[config.mk]
export PLATFORM = sky130hd
export DESIGN_NAME = fcb_back
export DESIGN_NICKNAME = d
export VERILOG_FILES = /design/src/fcb_pkg.sv /design/src/fcb_back.sv
export SDC_FILE = /design/constraint.sdc
export NUM_CORES = 1
export LEC_CHECK = 0
export BUFFER_PORTS_ARGS = -buffer_cell sky130_fd_sc_hd__buf_2
export CAP_MARGIN = 20
export CORE_UTILIZATION = 45
export CTS_CLUSTER_DIAMETER = 50
export DETAILED_ROUTE_END_ITERATION = 8
export GPL_TIMING_DRIVEN = 0
export PLACE_DENSITY = 0.75
export SYNTH_ARGS = -nofsm -noshare
export SYNTH_HDL_FRONTEND = slang
export SYNTH_SLANG_ARGS = --single-unit
[constraint.sdc]
create_clock -name clk -period 0.8 [get_ports clk]
set_clock_uncertainty 0.15 [all_clocks]
set_input_delay 0.12 -clock clk [delete_from_list [all_inputs] [get_ports clk]]
set_output_delay 0.12 -clock clk [all_outputs]
set_load 0.005 [all_outputs]
[src/fcb_pkg.sv]
// ----------------------------------------------------------------------------
// fcb_pkg
// shared widths, constants, register codes and beat types for the cluster
// bounds pipeline
// ----------------------------------------------------------------------------
`default_nettype none

package fcb_pkg;

    // limits of the tiling
    localparam int MAX_TILES  = 64;
    localparam int MAX_SLICES = 64;

    // field widths
    localparam int TILE_W  = 7;
    localparam int FOV_W   = 20;
    localparam int DEPTH_W = 32;
    localparam int COORD_W = 6;
    localparam int CELL_W  = 18;
    localparam int OUT_W   = 32;
    localparam int CFG_IDX_W = 2;

    // fixed point
    localparam int FRAC_W     = 16;
    localparam int ROUND_HALF = 1 << (FRAC_W - 1);

    // half extents
    localparam int HH_PROD_W = DEPTH_W + FOV_W;
    localparam int HH_W      = HH_PROD_W - FRAC_W;
    localparam int HW_PROD_W = HH_W + FOV_W;
    localparam int HW_W      = HW_PROD_W - FRAC_W;

    // edges and edge products
    localparam int EDGE_W = 9;
    localparam int PROD_W = 49;
    localparam int ROWTX_W = COORD_W + TILE_W;
    localparam int TXTY_W  = 2 * TILE_W;
    localparam int CELL_SUM_W = COORD_W + TXTY_W;
    localparam int SLICE_CMP_W = 9;

    // padding: ((near + far) * 5 + 50000) / 100000, done as >> 5 then / 3125
    localparam int PAD_X_W         = 36;
    localparam int PAD_MUL         = 5;
    localparam int PAD_BIAS        = 50000;
    localparam int PAD_SHIFT       = 5;
    localparam int PAD_Y_W         = PAD_X_W - PAD_SHIFT;
    localparam int PAD_DIV         = 3125;
    localparam logic [31:0] PAD_RECIP = 32'd2814749767;
    localparam int PAD_RECIP_SHIFT = 43;
    localparam int PAD_P_W         = PAD_Y_W + 32;
    localparam int PAD_W           = 19;
    localparam int PAD_R_W         = 32;

    // long division lanes
    localparam int LANES      = 4;
    localparam int LANE_XLO   = 0;
    localparam int LANE_XHI   = 1;
    localparam int LANE_YLO   = 2;
    localparam int LANE_YHI   = 3;
    localparam int DIV_W      = PROD_W - 1;
    localparam int REM_W      = TILE_W;
    localparam int DIV_STEP   = 4;
    localparam int DIV_STAGES = DIV_W / DIV_STEP;

    // output arithmetic
    localparam int SUM_W = 50;

    localparam int FRONT_STAGES = 5;
    localparam int LATENCY      = FRONT_STAGES + DIV_STAGES + 1;

    // register reset values
    localparam logic [TILE_W-1:0] TILES_X_RST = 7'd16;
    localparam logic [TILE_W-1:0] TILES_Y_RST = 7'd9;
    localparam logic [FOV_W-1:0]  TAN_RST     = 20'd65536;
    localparam logic [FOV_W-1:0]  ASPECT_RST  = 20'd116508;

    typedef enum logic [CFG_IDX_W-1:0] {
        CFG_TILES_X = 2'd0,
        CFG_TILES_Y = 2'd1,
        CFG_TAN     = 2'd2,
        CFG_ASPECT  = 2'd3
    } cfg_idx_t;

    // effective setup seen by the datapath
    typedef struct packed {
        logic [TILE_W-1:0] tiles_x;
        logic [TILE_W-1:0] tiles_y;
        logic [FOV_W-1:0]  tan_half_fov;
        logic [FOV_W-1:0]  aspect;
    } cfg_t;

    // values that ride alongside the divider lanes
    typedef struct packed {
        logic [PAD_W-1:0]   pad;
        logic [DEPTH_W-1:0] dmin;
        logic [DEPTH_W-1:0] dmax;
        logic [CELL_W-1:0]  cell_idx;
        logic [LANES-1:0]   neg;
    } side_t;

    typedef struct packed {
        logic [LANES-1:0][DIV_W-1:0] num;
        side_t                       side;
    } work_t;

    // zero acts as one, counts above the limit act as the limit
    function automatic logic [TILE_W-1:0] eff_count(input logic [TILE_W-1:0] v);
        logic [TILE_W-1:0] r;
        if (v == '0)
            r = TILE_W'(1);
        else if (v > TILE_W'(MAX_TILES))
            r = TILE_W'(MAX_TILES);
        else
            r = v;
        return r;
    endfunction

endpackage

`default_nettype wire

[src/fcb_back.sv]
// ----------------------------------------------------------------------------
// fcb_back
// restores quotient signs, applies padding, saturates and registers the
// result beat
// ----------------------------------------------------------------------------
`default_nettype none

module fcb_back (
    input  wire logic                               clk,
    input  wire logic                               rst_n,
    input  wire logic                               in_valid,
    input  wire fcb_pkg::work_t                     in_data,
    output logic                                    result_valid,
    output logic signed [fcb_pkg::OUT_W-1:0]        box_min_x,
    output logic signed [fcb_pkg::OUT_W-1:0]        box_min_y,
    output logic signed [fcb_pkg::OUT_W-1:0]        box_min_z,
    output logic signed [fcb_pkg::OUT_W-1:0]        box_max_x,
    output logic signed [fcb_pkg::OUT_W-1:0]        box_max_y,
    output logic signed [fcb_pkg::OUT_W-1:0]        box_max_z,
    output logic [fcb_pkg::CELL_W-1:0]              cell_index
);

    function automatic logic signed [fcb_pkg::OUT_W-1:0] sat32(
        input logic signed [fcb_pkg::SUM_W-1:0] v
    );
        logic signed [fcb_pkg::SUM_W-1:0] hi_lim;
        logic signed [fcb_pkg::SUM_W-1:0] lo_lim;
        logic signed [fcb_pkg::OUT_W-1:0] r;
        hi_lim = {{(fcb_pkg::SUM_W - fcb_pkg::OUT_W + 1){1'b0}}, {(fcb_pkg::OUT_W-1){1'b1}}};
        lo_lim = {{(fcb_pkg::SUM_W - fcb_pkg::OUT_W + 1){1'b1}}, {(fcb_pkg::OUT_W-1){1'b0}}};
        if (v > hi_lim)
            r = hi_lim[fcb_pkg::OUT_W-1:0];
        else if (v < lo_lim)
            r = lo_lim[fcb_pkg::OUT_W-1:0];
        else
            r = v[fcb_pkg::OUT_W-1:0];
        return r;
    endfunction

    logic signed [fcb_pkg::SUM_W-1:0] coord [fcb_pkg::LANES];
    logic signed [fcb_pkg::SUM_W-1:0] pad_s;
    logic signed [fcb_pkg::SUM_W-1:0] dmin_s;
    logic signed [fcb_pkg::SUM_W-1:0] dmax_s;

    logic                              valid_reg;
    logic signed [fcb_pkg::OUT_W-1:0]  min_x_reg, min_x_next;
    logic signed [fcb_pkg::OUT_W-1:0]  min_y_reg, min_y_next;
    logic signed [fcb_pkg::OUT_W-1:0]  min_z_reg, min_z_next;
    logic signed [fcb_pkg::OUT_W-1:0]  max_x_reg, max_x_next;
    logic signed [fcb_pkg::OUT_W-1:0]  max_y_reg, max_y_next;
    logic signed [fcb_pkg::OUT_W-1:0]  max_z_reg, max_z_next;
    logic [fcb_pkg::CELL_W-1:0]        cell_reg;

    always_comb
    begin
        logic signed [fcb_pkg::SUM_W-1:0] q;
        for (int l = 0; l < fcb_pkg::LANES; l++)
        begin
            q = $signed({{(fcb_pkg::SUM_W - fcb_pkg::DIV_W){1'b0}}, in_data.num[l]});
            coord[l] = in_data.side.neg[l] ? -q : q;
        end
        pad_s  = $signed({{(fcb_pkg::SUM_W - fcb_pkg::PAD_W){1'b0}}, in_data.side.pad});
        dmin_s = $signed({{(fcb_pkg::SUM_W - fcb_pkg::DEPTH_W){1'b0}}, in_data.side.dmin});
        dmax_s = $signed({{(fcb_pkg::SUM_W - fcb_pkg::DEPTH_W){1'b0}}, in_data.side.dmax});

        min_x_next = sat32(coord[fcb_pkg::LANE_XLO] - pad_s);
        max_x_next = sat32(coord[fcb_pkg::LANE_XHI] + pad_s);
        min_y_next = sat32(coord[fcb_pkg::LANE_YLO] - pad_s);
        max_y_next = sat32(coord[fcb_pkg::LANE_YHI] + pad_s);
        // view space looks down minus z
        min_z_next = sat32(-dmax_s - pad_s);
        max_z_next = sat32(-dmin_s + pad_s);
    end

    always_ff @(posedge clk or negedge rst_n)
    begin
        if (!rst_n)
            valid_reg <= 1'b0;
        else
            valid_reg <= in_valid;
    end

    always_ff @(posedge clk)
    begin
        min_x_reg <= min_x_next;
        min_y_reg <= min_y_next;
        min_z_reg <= min_z_next;
        max_x_reg <= max_x_next;
        max_y_reg <= max_y_next;
        max_z_reg <= max_z_next;
        cell_reg  <= in_data.side.cell_idx;
    end

    assign result_valid = valid_reg;
    assign box_min_x    = min_x_reg;
    assign box_min_y    = min_y_reg;
    assign box_min_z    = min_z_reg;
    assign box_max_x    = max_x_reg;
    assign box_max_y    = max_y_reg;
    assign box_max_z    = max_z_reg;
    assign cell_index   = cell_reg;

endmodule

`default_nettype wire

==> results of run 1 <==
kinds of logic after synthesis:
family                     after synthesis  share of synthesized area, %
xor gates and xnor gates               372                          14.3
DFF                                    211                          18.5
muxes                                   15                         0.690
buffers and inverters                  289                          5.31
and+or+nand+nor                       1013                          25.1
adders and majority gates              162                          9.07
AOI/OAI and AO/OA                      867                          27.0
state kept, by name (all words and copies together), names as in the netlist:
name / cells
box_min_y: 32
box_min_x: 32
box_max_x: 32
box_max_z: 32
box_min_z: 32
cell_index: 18
result_valid: 1
box_max_y: 32
final timing paths:
check | from | to | slack [ns] | cells past startpoint
setup / recovery | in_data[2] | box_min_y[20]$_SDFF_PN1_ | -4.09 | 24
hold / removal | in_data[77] | box_max_z[23]$_SDFF_PN1_ | -0.25 | 3
max in group asynchronous | rst_n | result_valid$_DFF_PN0_ | 0.05 | 3
min in group asynchronous | rst_n | result_valid$_DFF_PN0_ | 0.33 | 3
routing by layer:
layer	track usage [%]	vias up	share of wire [%]
li1	-	12700	-
met1	42.0	13200	38
met2	57.3	1846	46
met3	6.36	492	9.5
met4	20.2	6	7.1
met5	0	-	0.040
metrics by stage:
step | setup TNS, ns | hold slack (ns) | area [um^2] | cells
final | -716.89 | -0.251 | 35300 | 4493
after global routing | -739.34 | -0.244 | 35300 | 4487
after CTS | -678.93 | -0.268 | 33100 | 4387
after detailed placement | -808.46 | -0.253 | 27300 | 4085
after global placement | -802.06 | -0.256 | 27300 | 4085
after floorplan | -604.13 | -0.326 | 24000 | 2929
worst max-delay path: cells and delay by family:
| family | cells | cell delay (ns) |
|---|---|---|
| and+or+nand+nor | 2 | 1.09 |
| buffers and inverters | 10 | 1.45 |
| xor gates and xnor gates | 1 | 0.20 |
| adders and majority gates | 1 | 0.32 |
| AOI/OAI and AO/OA | 10 | 2.01 |
what timing repair did:
action / in CTS / in global routing
hold endpoints to repair: 111 / 28
pin swaps: 176 / 176
gates cloned: 23 / 6
setup buffers: 182 / 101
resized for setup: 481 / 298
hold buffers: 36 / 2
endpoints found under the setup margin: 403 / 403
layout by cell type (no fill, tap or decap), types with 34 or more instances in the layout:
cell / instances
buf_4: 264
a21o_1: 48
ha_4: 34
inv_1: 125
or3_1: 49
o41ai_1: 44
nand4_1: 67
o31ai_1: 37
nor4_1: 37
buf_2: 462
o21ai_2: 83
o21ai_0: 84
xor2_1: 136
nand3_1: 61
xnor2_1: 216
nand2_1: 191
nor2_1: 144
dfxtp_1: 210
a21oi_2: 45
buf_8: 35
buf_6: 53
a21oi_1: 119
ha_1: 104
nor3_1: 74
clkbuf_16: 65
nand2b_1: 44
final cells by class:
type | count | area (um^2) | area share [%]
multi-input cells | 2429 | 20800 | 59.0
well taps | 672 | 841 | 2.38
repair buffers | 824 | 5860 | 16.6
inverters | 155 | 662 | 1.88
clock inverters | 24 | 390 | 1.11
plain buffers | 129 | 1540 | 4.38
clock buffers | 39 | 921 | 2.61
flip-flops and latches | 211 | 4230 | 12.0
diodes | 10 | 25.0 | 0.0709
power by group through the flow:
stage / registers, W / clock network, W / logic [W]
6_report: 0.0124 / 0.0170 / 0.0237
2_1_floorplan: 0.0126 / 0 / 0.0114
4_1_cts: 0.0123 / 0.0172 / 0.0207
3_3_place_gp: 0.0125 / 0 / 0.0171
3_5_place_dp: 0.0125 / 0 / 0.0172
5_1_grt: 0.0124 / 0.0177 / 0.0251
==> results.md, run 1 <==
GRT:
- The first-pass GRT wire length is about 140000 um.
- Entering global routing, the biggest net connects 15 pins.
- The initial antenna violation count is 9.
- The via count of the first global-routing pass is 25200.
- The total grt overflow is 0.
- The global-route total usage across every layer is 34.7%.

Clock tree:
- The root buffer cell is clkbuf_16.
- The CTS buffer count is 35.
- The total clock sinks is 211.
- The clock passes through at most 3 buffers.
- The clock tree from TritonCTS is yes.
- The clock slew seen by the registers of the worst setup and hold paths is around 0.06 ns.
- The clock tree synthesis step divided the H-tree into 2 levels.

Synthesis:
- The Yosys step of the flow raised 0 warnings.
- The post-synthesis register bit count is around 210.
- The most used flip-flop cell after synthesis is dfxtp_1.
- Yosys attributes the largest share of cell area to dfxtp_1, xnor2_1, ha_1, xor2_1, o21ai_0.
- Of all flip-flops after synthesis, the portion carrying an async set or reset was 0.474%.
- Summing every instance area after synthesis gives between 20000 and 25000 um^2.
- Synthesis produced about 3000 cells.
- Sequential elements use a little under a fifth of the synthesized area.
- The netlist uses roughly 110 different library cells.
- In this run the mean area of a mapped cell was about 7.8 um^2.
- By count the netlist is led by xnor2_1, dfxtp_1, nand2_1.
- The count of flip-flops with a built-in enable after synthesis is 0.
- The most common cell in the synthesized netlist is xnor2_1.
- The share of synthesized area in the top cell type comes to about 18%.
- The biggest area contributor in the post-synthesis netlist is dfxtp_1.
- The total nets after synthesis is 3391.

Final layout:
- The number of nets in the finished design is between 4000 and 5000.
- The area growth from synthesis to layout is 54.4%.
- After filler insertion, the fill cell instance count of the layout stands at 3616.
- The share of post-route cells with drive strength above 1 is between 40 and 50%.
- The share of the core filled with cells is between 70% and 80%.

Timing:
- The minimum period implied by the final worst setup slack is between 4 and 5 ns.
- The worst hold-check slack is -0.251 ns.
- The max-slew violation count is 0.
- Dividing the final minimum period by the clock period gives 611%.
- The number of setup violations in the final report is approximately 400.
- Setup repair after global routing could not meet its margin everywhere.
- The slew at the pin with the worst max-slew slack is between 1 and 1.5 ns.
- The count of final hold-check violations came to 34.
- In the post-route analysis, the smallest setup slack over all paths is -4.09 ns.
- The highest achievable clock rate is between 200 and 250 MHz.
- Measured against its own limit, the worst slew margin works out to between 20% and 30%.

Placement:
- The half-perimeter wire length after detailed placement is 66800 um.
- The worst setup slack before clock tree synthesis is -5.15 ns.
- Routability-driven placement finished with a final weighted congestion of 0.985.
- The number of port buffers is 484.

Status:
- The checks that failed: negative hold slack, negative setup slack.
- The run finished, with violations left.

Floorplan:
- Once the floorplan was initialized, standard cells occupied a little under half of the core.
- The floorplan step set the die width to approximately 230 um.
- The die covers about 52000 um^2.
- The area of the core is between 50000 and 60000 um^2.
- Row generation in the floorplan step produced 82 rows.
- just over 500 I/O pins were placed.
- Measured along the y axis, the die boundary spans about 230 um.

Drt:
- In the routed design, unresolved DRC markers number 0.
- The total iterations of the first detailed-routing run is 6.
- Using the TritonRoute via totals, the vias-per-cell ratio works out to 6.29.
- The wire length reported by the detailed router is ~100000 um.
- The routed wire length per instance is roughly 22 um.
- The total via count in the routed design is roughly 28000.
- The detail route stage leaves a number of antenna-violating nets equal to 0.
- The DRC violation total after the first TritonRoute iteration is around 2900.

Critical path:
- STA puts the critical path data required time at approximately 1.1 ns.
- The category of the worst setup path capture point is a flop.
- The worst setup path is of the in -> reg kind.
- Data on the critical path arrives at its endpoint at about 5.2 ns.
- Traced cell by cell, the critical path runs through buf_8 -> clkbuf_16 -> clkbuf_16 -> buf_8 -> clkbuf_16 -> clkbuf_16 -> clkbuf_16 -> o31ai_1 -> xnor2_1 -> ha_1 -> o211ai_1 -> a21oi_2 -> o211ai_1 -> a211oi_2 -> or4_1 -> clkbuf_8 -> or4_4 -> a211oi_4 -> o32ai_2 -> a2111oi_2 -> a41oi_2 -> buf_6 -> buf_12 -> o21ai_4.
- The top fanout value on the critical path is 6.
- The most numerous cell type found on the critical path is clkbuf_16.
- In this design, the stage delay of the slowest critical-path cell is between 0.5 and 0.6 ns.
- The worst setup path is launched from an input port.
- The largest individual stage delay along the critical path comes from the cell or4_4.

Worst hold path:
- The tightest min-delay check is of the in -> reg type.

Power and ir drop:
- Across the VDD grid, the largest voltage drop is about 1400 uV.
- The combinational share of power is between 40 and 50%.
- The clock network is responsible for around a third of the overall power.
- Summed over all nets, the switching power comes to just under 0.02 W.
- For this design the static power due to leakage is approximately 14 nW.
- The sequential cell fraction of total power is 23.3%.
- The power density over the cells is between 1500 and 2000 nW/um^2.
- Net switching is between 30% and 40% of the power.
- The internal portion of total power is between 0.03 and 0.04 W.
- After layout, the design draws a total of 0.0530 W.

Flow run:
- The number of max-capacitance violations reported is 0.
(Power assumes the default switching activity.)
==> inputs of run 2 (changes only) <==
CTS_BUF_LIST = sky130_fd_sc_hd__clkbuf_4   (was unset)
==> run 2 against run 1 <==
  * Design area down 3.6%
  * Count of clock-buffer cells in the layout up 34
  * Critical path depth down 4
  * Final cell count up 0.93%
  * Critical path type unchanged
  * The run still ends with negative hold slack, negative setup slack left
  * Hold slack worse by 0.11 ns
  * Wire length down 3.6%
  * Die area unchanged
  * Combinational power down 5%
  * Maximum frequency up 9.7%
  * Highest routed layer unchanged
  * Sequential cell count unchanged
==> results.md, run 2 (synthesized netlist as in run 1, its figures left out) <==
Status:
- Outcome: complete, but fails checks (unchanged).
- Failing checks: negative hold slack, negative setup slack (unchanged).

Critical path:
- The category of the worst setup path capture point was a flop (unchanged).
- The top fanout value on the critical path is 7 (was 6).
- The launching element of the worst setup path is in_data[204] (was in_data[2]).
- Critical path cell sequence: buf_2 -> or4_4 -> o21ai_2 -> xnor2_1 -> ha_1 -> a21o_1 -> or3_4 -> o211ai_1 -> a211oi_2 -> or4_1 -> clkbuf_8 -> or4_4 -> buf_12 -> a211oi_4 -> o32ai_4 -> a2111oi_4 -> a41oi_2 -> buf_6 -> buf_12 -> o21ai_4 (was buf_8 -> clkbuf_16 -> clkbuf_16 -> buf_8 -> clkbuf_16 -> clkbuf_16 -> clkbuf_16 -> o31ai_1 -> xnor2_1 -> ha_1 -> o211ai_1 -> a21oi_2 -> o211ai_1 -> a211oi_2 -> or4_1 -> clkbuf_8 -> or4_4 -> a211oi_4 -> o32ai_2 -> a2111oi_2 -> a41oi_2 -> buf_6 -> buf_12 -> o21ai_4).
- The type of the worst setup path is in -> reg (unchanged).
- The slowest stage cell on the critical path was or4_4 (unchanged).
- The sort of element at the start of the critical path is an input port (unchanged).
- The critical path endpoint is box_min_y[20]$_SDFF_PN1_ (unchanged).
- The worst endpoint data arrival time is 5.07 ns (was 5.21 ns).
- The maximum single-stage delay on the critical path came to 0.59 ns (was 0.55 ns).
- The data required time of the critical path is 1.41 ns (was 1.12 ns).

Clock tree:
- The clock slew seen by the registers of the worst setup and hold paths is 0.07 ns (was 0.06 ns).
- The maximum number of buffers from clock root to sink is 3 (unchanged).
- The maximum level of the CTS H-tree was 2 (unchanged).
- The root buffer cell is clkbuf_4 (was clkbuf_16).
- The clock tree from TritonCTS is yes (unchanged).
- The total clock sinks is 211 (unchanged).
- The CTS buffer count was 58 (was 35).

GRT:
- The global-route total usage across every layer is 32.7% (was 34.7%).
- The via count of the first global-routing pass is 24000 (was 25200).
- The initial antenna violation count is 16 (was 9).
- The pin count of the biggest net entering global routing is 20 (was 15).
- The total grt overflow is 0 (unchanged).
- The first-pass GRT wire length came to 133000 um (was 141000 um).

Worst hold path:
- The worst min-delay path class is in -> reg (unchanged).

Drt:
- The total iterations of the first detailed-routing run was 5 (was 6).
- The number of nets still failing antenna checks after routing came to 0 (unchanged).
- The count of unresolved DRC violations after routing is 0 (unchanged).
- The wire length reported by the detailed router came to 97300 um (was 101000 um).
- The DRC violation total after the first TritonRoute iteration is 2488 (was 2945).
- The detail-routed via count per cell was 6.16 (was 6.29).
- The total via count in the routed design came to 27900 (was 28300).
- The routed wire length per instance came to 21.5 um (was 22.5 um).

Placement:
- The half-perimeter wire length after detailed placement is 66800 um (unchanged).
- The number of port buffers came to 484 (unchanged).
- The post-placement cell area is 27300 um^2 (unchanged).
- The global placement routability congestion came to 0.985 (unchanged).

Flow run:
- The number of max-capacitance violations reported is 0 (unchanged).

Power and ir drop:
- The power density over the cells is 1310 nW/um^2 (was 1500 nW/um^2).
- The maximum vdd drop is 960 uV (was 1400 uV).
- The sum of internal, switching and leakage power is 0.0444 W (was 0.0530 W).
- The leakage power of the design is 14.0 nW (was 14.5 nW).

Timing:
- The number of setup violations in the final report was 403 (unchanged).
- The count of final hold-check violations came to 149 (was 34).
- The max-slew violation count was 0 (unchanged).
- The slew at the pin with the worst max-slew slack is 1.20 ns (was 1.19 ns).
- The final clock period utilization by the worst path came to 557% (was 611%).
- The highest achievable clock rate is 225 MHz (was 205 MHz).
- The minimum period implied by the final worst setup slack is 4.45 ns (was 4.89 ns).
- The normalized max-slew margin was 19.2% (was 20.4%).
- The post-layout worst setup margin is -3.65 ns (was -4.09 ns).
- Setup repair after global routing missed its margin: true (unchanged).
- The worst hold-check slack is -0.363 ns (was -0.251 ns).

Floorplan:
- The boundary pin count is 511 (unchanged).
- The starting density of the core was 45.5% (unchanged).
- The die height is 227 um (unchanged).
- The area of the core is 50200 um^2 (unchanged).
- The number of standard-cell rows in the floorplan is 82 (unchanged).
- The width of the die is 227 um (unchanged).
- The overall die area is 51700 um^2 (unchanged).

Final layout:
- The most common cell after layout, fill and taps aside is buf_2 (unchanged).
- Leading cell types in the layout, fill and taps excluded: buf_2, buf_4, xnor2_1 (unchanged).
- The area growth from synthesis to layout is 48.8% (was 54.4%).
- The area occupied by registers was 4230 um^2 (unchanged).
- The number of fill cells is 3865 (was 3616).
- The multi-input logic area is 20400 um^2 (was 20800 um^2).
- The share of post-route cells with drive strength above 1 came to 39.2% (was 41.2%).
- The area of all placed cells without fillers is 34000 um^2 (was 35300 um^2).
- The number of nets in the finished design is 4275 (was 4247).
==> run 2: final cells by class <==
class / count / share of cell area, %
buffer: 132 / 4.26
tap: 672 / 2.47
timing repair buffer: 826 / 16.9
sequential: 211 / 12.4
inverter: 155 / 1.91
clock buffer: 73 / 1.61
antenna: 12 / 0.0883
clock inverter: 25 / 0.361
multi-input combinational: 2429 / 59.9
==> run 2: worst min path at each step <==
| stage | endpoint | cells after the start | slack, ns | startpoint |
|---|---|---|---|---|
| floorplan | result_valid$_DFF_PN0_ | 0 | -0.33 | rst_n |
| global placement | result_valid$_DFF_PN0_ | 1 | -0.26 | rst_n |
| detailed placement | result_valid$_DFF_PN0_ | 1 | -0.25 | rst_n |
| CTS | box_min_z[0]$_SDFF_PN1_ | 3 | -0.56 | in_data[53] |
| global route | box_min_x[1]$_SDFF_PN1_ | 3 | -0.42 | in_data[87] |
| finish | box_min_x[1]$_SDFF_PN1_ | 3 | -0.36 | in_data[87] |
==> run 2: stage by stage <==
step	utilization (%)	worst slack, ns	setup TNS (ns)	hold WS [ns]	cells
final	67.8	-3.65	-725.29	-0.363	4535
after global routing	67.8	-3.73	-752.86	-0.422	4534
after CTS	60.5	-3.51	-713.13	-0.559	4329
after detailed placement	54.4	-5.15	-808.46	-0.253	4085
after global placement	54.4	-5.15	-802.06	-0.256	4085
after floorplan	-	-4.07	-604.13	-0.326	2929
==> run 2: report_power, final <==
part	switching (W)	leakage, nW	total [W]	internal, W
combinational	0.0125	11.8	0.0225	0.0100
sequential	0.000517	1.78	0.0124	0.0118
clock	0.00520	0.398	0.00952	0.00432
total	0.0182	14.0	0.0444	0.0262
==> run 2: layer usage <==
layer | part of all wire [%] | vias to the layer above | GRT usage, %
met2 | 46 | 1709 | 52.3
met3 | 9.4 | 449 | 7.01
met4 | 6.6 | 12 | 19.5
li1 | - | 12800 | -
met5 | 0.084 | - | 0
met1 | 38 | 13000 | 40.2
==> run 2: worst max-delay path, delay by kind of cell <==
kind | cells | cell delay, ns
adder cells (fa/ha/maj) | 1 | 0.28
XOR/XNOR | 1 | 0.15
AND/OR/NAND/NOR | 4 | 1.97
buffers and inverters | 5 | 0.85
AO/OA/AOI/OAI | 9 | 1.69
==> run 2: repair_timing <==
item,in CTS,in global routing
gates resized for setup,202,457
pin swaps,87,168
setup endpoints to repair,403,404
endpoints found under the hold margin,209,165
hold buffers,63,10
cloned,8,16
buffers inserted,76,176
